===== src/sv/header_length_frame_receiver_unit_assert.svh =====
// Assertion macros for the header/length frame receiver.
`ifndef HEADER_LENGTH_FRAME_RECEIVER_UNIT_ASSERT_SVH
`define HEADER_LENGTH_FRAME_RECEIVER_UNIT_ASSERT_SVH

`ifndef SYNTHESIS

`define HLFR_ASSERT(label, clk_sig, rst_sig, prop, msg) \
  label: assert property (@(posedge clk_sig) disable iff (rst_sig) (prop)) \
    else $error(msg);

`define HLFR_ASSERT_NEXT(label, clk_sig, rst_sig, ante, cons, msg) \
  label: assert property (@(posedge clk_sig) disable iff (rst_sig) (ante) |=> (cons)) \
    else $error(msg);

`else

`define HLFR_ASSERT(label, clk_sig, rst_sig, prop, msg)

`define HLFR_ASSERT_NEXT(label, clk_sig, rst_sig, ante, cons, msg)

`endif

`endif


===== src/sv/hlfr_pkg.sv =====
// Package with the beat types and header constants of the frame receiver.
`default_nettype none

package hlfr_pkg;

  localparam logic [7:0] HDR_FIRST  = 8'h5A;
  localparam logic [7:0] HDR_SECOND = 8'hA5;

  typedef struct packed {
    logic [7:0] rx_byte;
    logic [2:0] small_tail;
    logic [1:0] big_tail;
  } in_t;

  typedef struct packed {
    logic       store_valid;
    logic       target_big;
    logic [2:0] store_slot;
    logic [7:0] store_offset;
    logic [7:0] store_byte;
    logic       frame_done;
    logic       overflow;
    logic       small_ready;
    logic       big_ready;
  } out_t;

endpackage

`default_nettype wire


===== src/sv/header_length_frame_receiver_unit.sv =====
// Header/length frame receiver: one input beat per received byte, one result beat each.
//
// Input channel (in_valid/in_ready/in_data) carries a received byte plus the
// consumer read indices of the small and big frame queues. Every accepted beat
// produces exactly one result beat on the output channel (out_valid/out_ready/
// out_data): a write strobe into a queue slot, the frame-done and overflow
// flags, and the two queue status flags.
// The result of a beat is registered at the edge that accepts it and is offered
// in the following cycle. Throughput is one beat per cycle while out_ready is
// high; the limit is the single output register, which is refilled in the
// same cycle it is drained.
// When the receiver stalls, the result waits in the output register and
// in_ready drops until it is taken, so no beat is lost or repeated.
// Reset clears the header detector, the frame counters, both queue heads and
// status flags, and marks both queues as waiting for their first frame.
`default_nettype none
`include "header_length_frame_receiver_unit_assert.svh"

module header_length_frame_receiver_unit
  import hlfr_pkg::*;
#(
  parameter int SMALL_SLOTS = 8,
  parameter int BIG_SLOTS   = 4,
  parameter int SMALL_LIMIT = 10
) (
  input  wire logic clk,
  input  wire logic rst,
  input  wire logic in_valid,
  output logic      in_ready,
  input  wire in_t  in_data,
  output logic      out_valid,
  input  wire logic out_ready,
  output out_t      out_data
);

  localparam int SW     = (SMALL_SLOTS > 1) ? $clog2(SMALL_SLOTS) : 1;
  localparam int BW     = (BIG_SLOTS > 1) ? $clog2(BIG_SLOTS) : 1;
  localparam int SCMP_W = (SW > 3) ? SW : 3;
  localparam int BCMP_W = (BW > 2) ? BW : 2;
  localparam int SLOT_W = (SW > BW) ? ((SW > 3) ? SW : 3) : ((BW > 3) ? BW : 3);
  localparam logic [SW-1:0] SMALL_LAST = SW'(SMALL_SLOTS - 1);
  localparam logic [BW-1:0] BIG_LAST   = BW'(BIG_SLOTS - 1);
  localparam logic [8:0]    LIMIT      = 9'(SMALL_LIMIT);

  logic          seen_first_header, seen_first_header_next;
  logic          seen_second_header, seen_second_header_next;
  logic          receiving, receiving_next;
  logic [7:0]    bytes_left, bytes_left_next;
  logic          frame_is_big, frame_is_big_next;
  logic [7:0]    write_offset, write_offset_next;
  logic [SW-1:0] small_head, small_head_next;
  logic [BW-1:0] big_head, big_head_next;
  logic          small_first_pending, small_first_pending_next;
  logic          big_first_pending, big_first_pending_next;
  logic          small_status, small_status_next;
  logic          big_status, big_status_next;

  logic          accept;
  out_t          result;
  logic [SW-1:0] small_adv;
  logic [BW-1:0] big_adv;
  logic [7:0]    left1;
  logic [SLOT_W-1:0] slot_wide;

  assign in_ready = !out_valid || out_ready;
  assign accept   = in_valid && in_ready;

  assign small_adv = (small_head == SMALL_LAST) ? '0 : small_head + 1'b1;
  assign big_adv   = (big_head == BIG_LAST) ? '0 : big_head + 1'b1;

  always_comb begin
    seen_first_header_next   = (in_data.rx_byte == HDR_FIRST);
    seen_second_header_next  = seen_first_header && (in_data.rx_byte == HDR_SECOND);
    receiving_next           = receiving;
    frame_is_big_next        = frame_is_big;
    write_offset_next        = write_offset;
    small_head_next          = small_head;
    big_head_next            = big_head;
    small_first_pending_next = small_first_pending;
    big_first_pending_next   = big_first_pending;
    small_status_next        = small_status;
    big_status_next          = big_status;
    left1                    = bytes_left;
    result                   = '0;

    // The byte after a complete header is the length byte and opens a frame.
    if (seen_second_header) begin
      receiving_next    = 1'b1;
      left1             = in_data.rx_byte + 8'd1;
      write_offset_next = '0;
      if ({1'b0, left1} < LIMIT) begin
        frame_is_big_next = 1'b0;
        small_status_next = 1'b0;
        if (small_first_pending) begin
          small_first_pending_next = 1'b0;
        end else if (SCMP_W'(small_adv) != SCMP_W'(in_data.small_tail)) begin
          small_head_next = small_adv;
        end else begin
          result.overflow = 1'b1;
        end
      end else begin
        frame_is_big_next = 1'b1;
        big_status_next   = 1'b0;
        if (big_first_pending) begin
          big_first_pending_next = 1'b0;
        end else if (BCMP_W'(big_adv) != BCMP_W'(in_data.big_tail)) begin
          big_head_next = big_adv;
        end else begin
          result.overflow = 1'b1;
        end
      end
    end

    bytes_left_next = left1;
    slot_wide = frame_is_big_next ? SLOT_W'(big_head_next) : SLOT_W'(small_head_next);

    if (receiving_next) begin
      if (left1 != 8'd0) begin
        result.store_valid  = 1'b1;
        result.store_slot   = slot_wide[2:0];
        result.store_offset = write_offset_next;
        result.store_byte   = in_data.rx_byte;
        write_offset_next   = write_offset_next + 8'd1;
        bytes_left_next     = left1 - 8'd1;
      end
      if (bytes_left_next == 8'd0) begin
        receiving_next    = 1'b0;
        result.frame_done = 1'b1;
        if (frame_is_big_next) begin
          big_status_next = 1'b1;
        end else begin
          small_status_next = 1'b1;
        end
      end
    end

    result.target_big  = frame_is_big_next;
    result.small_ready = small_status_next;
    result.big_ready   = big_status_next;
  end

  always_ff @(posedge clk) begin
    if (rst) begin
      seen_first_header   <= 1'b0;
      seen_second_header  <= 1'b0;
      receiving           <= 1'b0;
      bytes_left          <= '0;
      frame_is_big        <= 1'b0;
      write_offset        <= '0;
      small_head          <= '0;
      big_head            <= '0;
      small_first_pending <= 1'b1;
      big_first_pending   <= 1'b1;
      small_status        <= 1'b0;
      big_status          <= 1'b0;
    end else if (accept) begin
      seen_first_header   <= seen_first_header_next;
      seen_second_header  <= seen_second_header_next;
      receiving           <= receiving_next;
      bytes_left          <= bytes_left_next;
      frame_is_big        <= frame_is_big_next;
      write_offset        <= write_offset_next;
      small_head          <= small_head_next;
      big_head            <= big_head_next;
      small_first_pending <= small_first_pending_next;
      big_first_pending   <= big_first_pending_next;
      small_status        <= small_status_next;
      big_status          <= big_status_next;
    end
  end

  always_ff @(posedge clk) begin
    if (rst) begin
      out_valid <= 1'b0;
    end else if (accept) begin
      out_valid <= 1'b1;
    end else if (out_ready) begin
      out_valid <= 1'b0;
    end
  end

  always_ff @(posedge clk) begin
    if (accept) begin
      out_data <= result;
    end
  end

  `HLFR_ASSERT(a_idle_no_count, clk, rst, !receiving |-> (bytes_left == 8'd0), "count left while idle")
  `HLFR_ASSERT(a_small_first_head, clk, rst, small_first_pending |-> (small_head == '0), "small head moved before first frame")
  `HLFR_ASSERT(a_big_first_head, clk, rst, big_first_pending |-> (big_head == '0), "big head moved before first frame")
  `HLFR_ASSERT(a_header_exclusive, clk, rst, !(seen_first_header && seen_second_header), "both header stages set")
  `HLFR_ASSERT_NEXT(a_accept_result, clk, rst, accept, out_valid, "accepted beat gave no result")

endmodule

`default_nettype wire


===== config.mk =====
export PLATFORM = sky130hd
export DESIGN_NAME = header_length_frame_receiver_unit
export DESIGN_NICKNAME = d
export VERILOG_FILES = /design/src/sv/hlfr_pkg.sv /design/src/sv/header_length_frame_receiver_unit.sv
export VERILOG_INCLUDE_DIRS = /design/src /design/src/sv
export SDC_FILE = /design/constraint.sdc
export NUM_CORES = 1
export LEC_CHECK = 0
export ABC_AREA = 1
export BUFFER_PORTS_ARGS = -buffer_cell sky130_fd_sc_hd__buf_2
export CORE_MARGIN = 8
export CORE_UTILIZATION = 30
export CTS_CLUSTER_SIZE = 30
export DETAILED_ROUTE_END_ITERATION = 10
export PLACE_DENSITY = 0.44
export REMOVE_ABC_BUFFERS = 1
export SKIP_LAST_GASP = 1
export SLEW_MARGIN = 40
export SYNTH_ARGS = -nofsm -noshare
export SYNTH_HDL_FRONTEND = slang
export SYNTH_SLANG_ARGS = --single-unit

===== constraint.sdc =====
create_clock -name clk -period 4.15 [get_ports clk]
set_input_delay 0.83 -clock clk [delete_from_list [all_inputs] [get_ports clk]]
set_output_delay 0.83 -clock clk [all_outputs]
set_load 0.1 [all_outputs]

==> impl_metrics.prom <==
# TYPE chip_impl_metric gauge
chip_impl_metric{name="timing.final.setup_violations",unit=""} 0
chip_impl_info{name="crit_family",value="simple AND/OR/NAND/NOR gates"} 1
chip_impl_metric{name="io_buffer_count",unit=""} 43
chip_impl_metric{name="synth-adder-area-share",unit="%"} 3.55
chip_impl_metric{name="die_width",unit="um"} 119
chip_impl_info{name="rsz0062_at_grt",value="no"} 1
chip_impl_metric{name="core",unit="um^2"} 10300
chip_impl_metric{name="clock-sinks",unit=""} 55
chip_impl_metric{name="ff2ff_path_depth",unit=""} 11
chip_impl_metric{name="post-layout-total-power",unit="mW"} 1.30
chip_impl_info{name="timing.critical_path.from_type",value="flip-flop"} 1
chip_impl_metric{name="global_route_wire_length_before_repair",unit="mm"} 12.6
chip_impl_metric{name="num_io_pins",unit=""} 44
chip_impl_metric{name="die-height",unit="um"} 119
chip_impl_metric{name="synth.cell_area",unit="um^2"} 3170
chip_impl_info{name="worstPathCellList",value="buf_4, nand2_1, o21ai_1, ha_1, nand3_1, nor2_2, nand2_2, nand2_2, nor2_1, nand3_1, nand2_1"} 1
chip_impl_metric{name="routed_wl",unit="mm"} 7.63
chip_impl_metric{name="hold-worst-slack",unit="ns"} 0.456
chip_impl_metric{name="cellLeakagePower",unit="nW"} 1.64
chip_impl_metric{name="layout.filler_cells",unit=""} 1118
chip_impl_metric{name="report.final.hold_viol_count",unit=""} 0
chip_impl_metric{name="cts_made_buffers",unit=""} 5
chip_impl_metric{name="finalWorstPathRequiredPeriod",unit="ns"} 2.92
chip_impl_info{name="endpoint_kind",value="flip-flop"} 1
chip_impl_info{name="holdCritStartpoint",value="big_first_pending"} 1
chip_impl_metric{name="final-seq-area",unit="um^2"} 1350
chip_impl_metric{name="global_route.usage.total",unit="%"} 10.7
chip_impl_metric{name="cts-root-to-sink-buffers",unit=""} 2
chip_impl_metric{name="total_number_of_yosys_warnings",unit=""} 0
chip_impl_metric{name="synth_cell_types",unit=""} 39
chip_impl_metric{name="design.final.nets",unit=""} 487
chip_impl_metric{name="antenna-diode-count",unit=""} 0
chip_impl_metric{name="peak_vdd_ir",unit="V"} 0.000130
chip_impl_metric{name="drv_slew",unit=""} 0
chip_impl_metric{name="p_per_area",unit="nW/um^2"} 363
chip_impl_metric{name="cp.arrival",unit="ns"} 3.00
chip_impl_metric{name="grt_antenna_before_repair",unit=""} 0
chip_impl_metric{name="placementRows",unit=""} 37
chip_impl_metric{name="initialDrtViolationCount",unit=""} 119
chip_impl_metric{name="cts_setup_buffers",unit=""} 0
chip_impl_metric{name="synth_simple_gate_area_share",unit="%"} 30.7
chip_impl_metric{name="synth-seq-area-share",unit="%"} 42.7
chip_impl_metric{name="hold_path_depth",unit=""} 2
chip_impl_metric{name="detail_route.drc_violations",unit=""} 0
chip_impl_metric{name="post_synth_mux_area_share",unit="%"} 0
chip_impl_metric{name="cts_max_level",unit=""} 2
chip_impl_metric{name="multi_input_area",unit="um^2"} 1540
chip_impl_info{name="critPathKind",value="flip-flop to flip-flop"} 1
chip_impl_metric{name="place_congestion",unit=""} 0.800
chip_impl_metric{name="wl_per_cell",unit="um"} 12.8
chip_impl_info{name="cts_tree",value="done"} 1
chip_impl_metric{name="max_clock_freq",unit="MHz"} 343
chip_impl_metric{name="synth_xor_xnor_area_share",unit="%"} 2.76
chip_impl_info{name="ctsRootBufferMaster",value="sky130_fd_sc_hd__clkbuf_8"} 1
chip_impl_metric{name="grt_max_degree",unit=""} 23
chip_impl_metric{name="setup_total_negative_slack",unit="ns"} 0
chip_impl_metric{name="syn2layout_area_growth",unit="%"} 13.4
chip_impl_metric{name="cts_resized",unit=""} 0
chip_impl_metric{name="synth_compound_gate_area_share",unit="%"} 11.6
chip_impl_metric{name="drive_gt1_share",unit="%"} 17.7
chip_impl_metric{name="grt_remaining_overflow",unit=""} 0
chip_impl_metric{name="worst_clock_skew",unit="ns"} 0.0148
chip_impl_info{name="synth_top_family_by_area",value="simple AND/OR/NAND/NOR gates"} 1
chip_impl_metric{name="post_synth_inst_count",unit=""} 420
chip_impl_metric{name="dp.final_hpwl",unit="mm"} 5.74
chip_impl_metric{name="timing.slew.headroom",unit="%"} 54.1
chip_impl_metric{name="critPathMaxStageDelay",unit="ns"} 0.69
chip_impl_metric{name="max_slew.worst_pin.slew",unit="ns"} 0.686
chip_impl_metric{name="postLayoutSetupSlackWorst",unit="ns"} 1.23
chip_impl_metric{name="finalCritPeriodShare",unit="%"} 70.3
chip_impl_metric{name="clkLatencyLatePin",unit="ns"} 0.31
chip_impl_info{name="critical_path.reg2reg.startpoint",value="seen_second_header"} 1
chip_impl_info{name="hold_end",value="big_first_pending"} 1
chip_impl_metric{name="vias_in_the_first_global_route",unit=""} 2605
chip_impl_metric{name="drt.antenna.violating_nets",unit=""} 0
chip_impl_metric{name="regToRegSetupSlack",unit="ns"} 1.23
chip_impl_metric{name="ffs_latches_synth",unit=""} 55
chip_impl_info{name="worstReg2RegEnd",value="out_data[20]"} 1
chip_impl_metric{name="holdBufCountCts",unit=""} 0
chip_impl_metric{name="post-place-ws",unit="ns"} 0.932
chip_impl_metric{name="cp.buffers_inverters",unit=""} 1
chip_impl_metric{name="initial_cell_density_of_the_core",unit="%"} 30.8
chip_impl_metric{name="route.vias.total",unit=""} 2728
chip_impl_info{name="class_of_the_most_critical_hold_timing_path",value="flip-flop to flip-flop"} 1
chip_impl_metric{name="synthesis.area_per_instance",unit="um^2"} 7.54
chip_impl_metric{name="dieArea",unit="um^2"} 14100
chip_impl_metric{name="critical_path.max_fanout",unit=""} 22
chip_impl_metric{name="drt_first_pass_iters",unit=""} 4
chip_impl_metric{name="routed_via_density",unit=""} 4.56
chip_impl_info{name="timing.critical_path.slowest_stage_cell",value="sky130_fd_sc_hd__dfxtp_1"} 1
chip_impl_info{name="status",value="completed"} 1
chip_impl_metric{name="max-cap-violations",unit=""} 0
chip_impl_metric{name="cp.required",unit="ns"} 4.24
chip_impl_metric{name="path_clk_slew",unit="ns"} 0.11
[stage by stage]
| step | cells | instance area, um^2 | utilization (%) |
|---|---|---|---|
| after global routing | 598 | 3590 | 35.0 |
| final | 598 | 3590 | 35.0 |
| after detailed placement | 590 | 3510 | 34.1 |
| after floorplan | 407 | 3090 | - |
| after global placement | 590 | 3510 | 34.1 |
| after CTS | 598 | 3590 | 35.0 |
[layout make-up]
cell class	instances	share of cell area, %
well taps	136	4.74
clock buffers	7	2.12
multi-input cells	298	42.9
flip-flops and latches	55	37.6
inverters	54	5.64
repair buffers	47	6.82
clock inverters	1	0.209
[worst reg2reg max path, cell delays in order (launching register included)]
cell	delay [ns]
sky130_fd_sc_hd__dfxtp_1	0.69
sky130_fd_sc_hd__buf_4	0.31
sky130_fd_sc_hd__nand2_1	0.07
sky130_fd_sc_hd__o21ai_1	0.19
sky130_fd_sc_hd__ha_1	0.21
sky130_fd_sc_hd__nand3_1	0.10
sky130_fd_sc_hd__nor2_2	0.15
sky130_fd_sc_hd__nand2_2	0.19
sky130_fd_sc_hd__nand2_2	0.44
sky130_fd_sc_hd__nor2_1	0.17
sky130_fd_sc_hd__nand3_1	0.13
sky130_fd_sc_hd__nand2_1	0.05
[state kept, by name, summed over array words and instances, names as in the netlist, 2 cells and up]
name,cells
small_head,3
bytes_left,8
write_offset,8
big_head,2
out_data,25
[power breakdown]
| group | total, mW | leakage [nW] | internal [mW] | switching [mW] |
|---|---|---|---|---|
| logic | 0.394 | 1.10 | 0.0966 | 0.297 |
| clock network | 0.298 | 0.0385 | 0.120 | 0.178 |
| registers | 0.611 | 0.499 | 0.597 | 0.0137 |
[synth_stat cells (all sizes together)]
cell | instances | area, um^2
nand2 | 112 | 440
inv | 54 | 203
nor2 | 48 | 215
o21ai | 34 | 174
dfxtp | 30 | 601
nand3 | 30 | 165
edfxtp | 25 | 751
a21oi | 21 | 116
nand4 | 10 | 62.6
ha | 9 | 113
nor3 | 9 | 50.1
buf | 7 | 51.3
clkbuf | 6 | 22.5
xnor2 | 6 | 52.6
xor2 | 4 | 35.0
a22oi | 2 | 15.0
o211ai | 2 | 15.0
o21bai | 2 | 15.0
or2 | 2 | 12.5
a21boi | 1 | 7.51
and2 | 1 | 6.26
nand3b | 1 | 7.51
nor4 | 1 | 12.5
o2111ai | 1 | 8.76
o21a | 1 | 7.51
o32ai | 1 | 8.76
[layer usage]
layer | global-route usage (%) | wire length (um) | vias to the layer above
li1 | - | - | 1454
met1 | 13.0 | 3580 | 1226
met2 | 18.6 | 3640 | 44
met3 | 2.43 | 357 | 4
met4 | 3.08 | 55 | 0
met5 | 0 | 0 | -
[cell families after synthesis]
logic type | count (synthesis)
DFF | 55
buffers and inverters | 67
AOI/OAI and AO/OA | 65
xor gates and xnor gates | 10
and+or+nand+nor | 214
adders and majority gates | 9
[placed cells by master (no fill, tap or decap), types with 2 or more instances in the layout]
cell type | netlist | routed
sky130_fd_sc_hd__nor2_4 | 2 | 2
sky130_fd_sc_hd__nor2_1 | 38 | 38
sky130_fd_sc_hd__o21bai_1 | 2 | 2
sky130_fd_sc_hd__xnor2_1 | 6 | 6
sky130_fd_sc_hd__nand4_1 | 10 | 10
sky130_fd_sc_hd__nor2_2 | 8 | 8
sky130_fd_sc_hd__a22oi_1 | 2 | 2
sky130_fd_sc_hd__inv_2 | 3 | 3
sky130_fd_sc_hd__dfxtp_1 | 30 | 30
sky130_fd_sc_hd__o21ai_0 | 28 | 28
sky130_fd_sc_hd__inv_1 | 51 | 51
sky130_fd_sc_hd__nand2_1 | 104 | 104
sky130_fd_sc_hd__clkbuf_1 | 6 | 2
sky130_fd_sc_hd__buf_2 | 2 | 43
sky130_fd_sc_hd__clkbuf_8 | 0 | 5
sky130_fd_sc_hd__edfxtp_1 | 25 | 25
sky130_fd_sc_hd__buf_4 | 2 | 4
sky130_fd_sc_hd__ha_1 | 9 | 9
sky130_fd_sc_hd__a21oi_1 | 20 | 20
sky130_fd_sc_hd__o21ai_1 | 5 | 5
sky130_fd_sc_hd__o211ai_1 | 2 | 2
sky130_fd_sc_hd__nand3_2 | 3 | 3
sky130_fd_sc_hd__xor2_1 | 4 | 4
sky130_fd_sc_hd__nand3_1 | 27 | 27
sky130_fd_sc_hd__nor3_1 | 8 | 8
sky130_fd_sc_hd__nand2_2 | 8 | 8
[how the worst max path moves through the flow]
stage	slack [ns]	cells past startpoint	startpoint	to
5_1_grt	0.93	13	seen_second_header	write_offset[4]
3_5_place_dp	0.93	15	in_data[5]	write_offset[6]
4_1_cts	1.18	11	seen_second_header	out_data[20]
2_1_floorplan	0.55	7	out_valid	write_offset[4]
3_3_place_gp	1.02	15	in_data[5]	write_offset[6]
6_report	1.23	11	seen_second_header	out_data[20]
(Power assumes the default switching activity.)
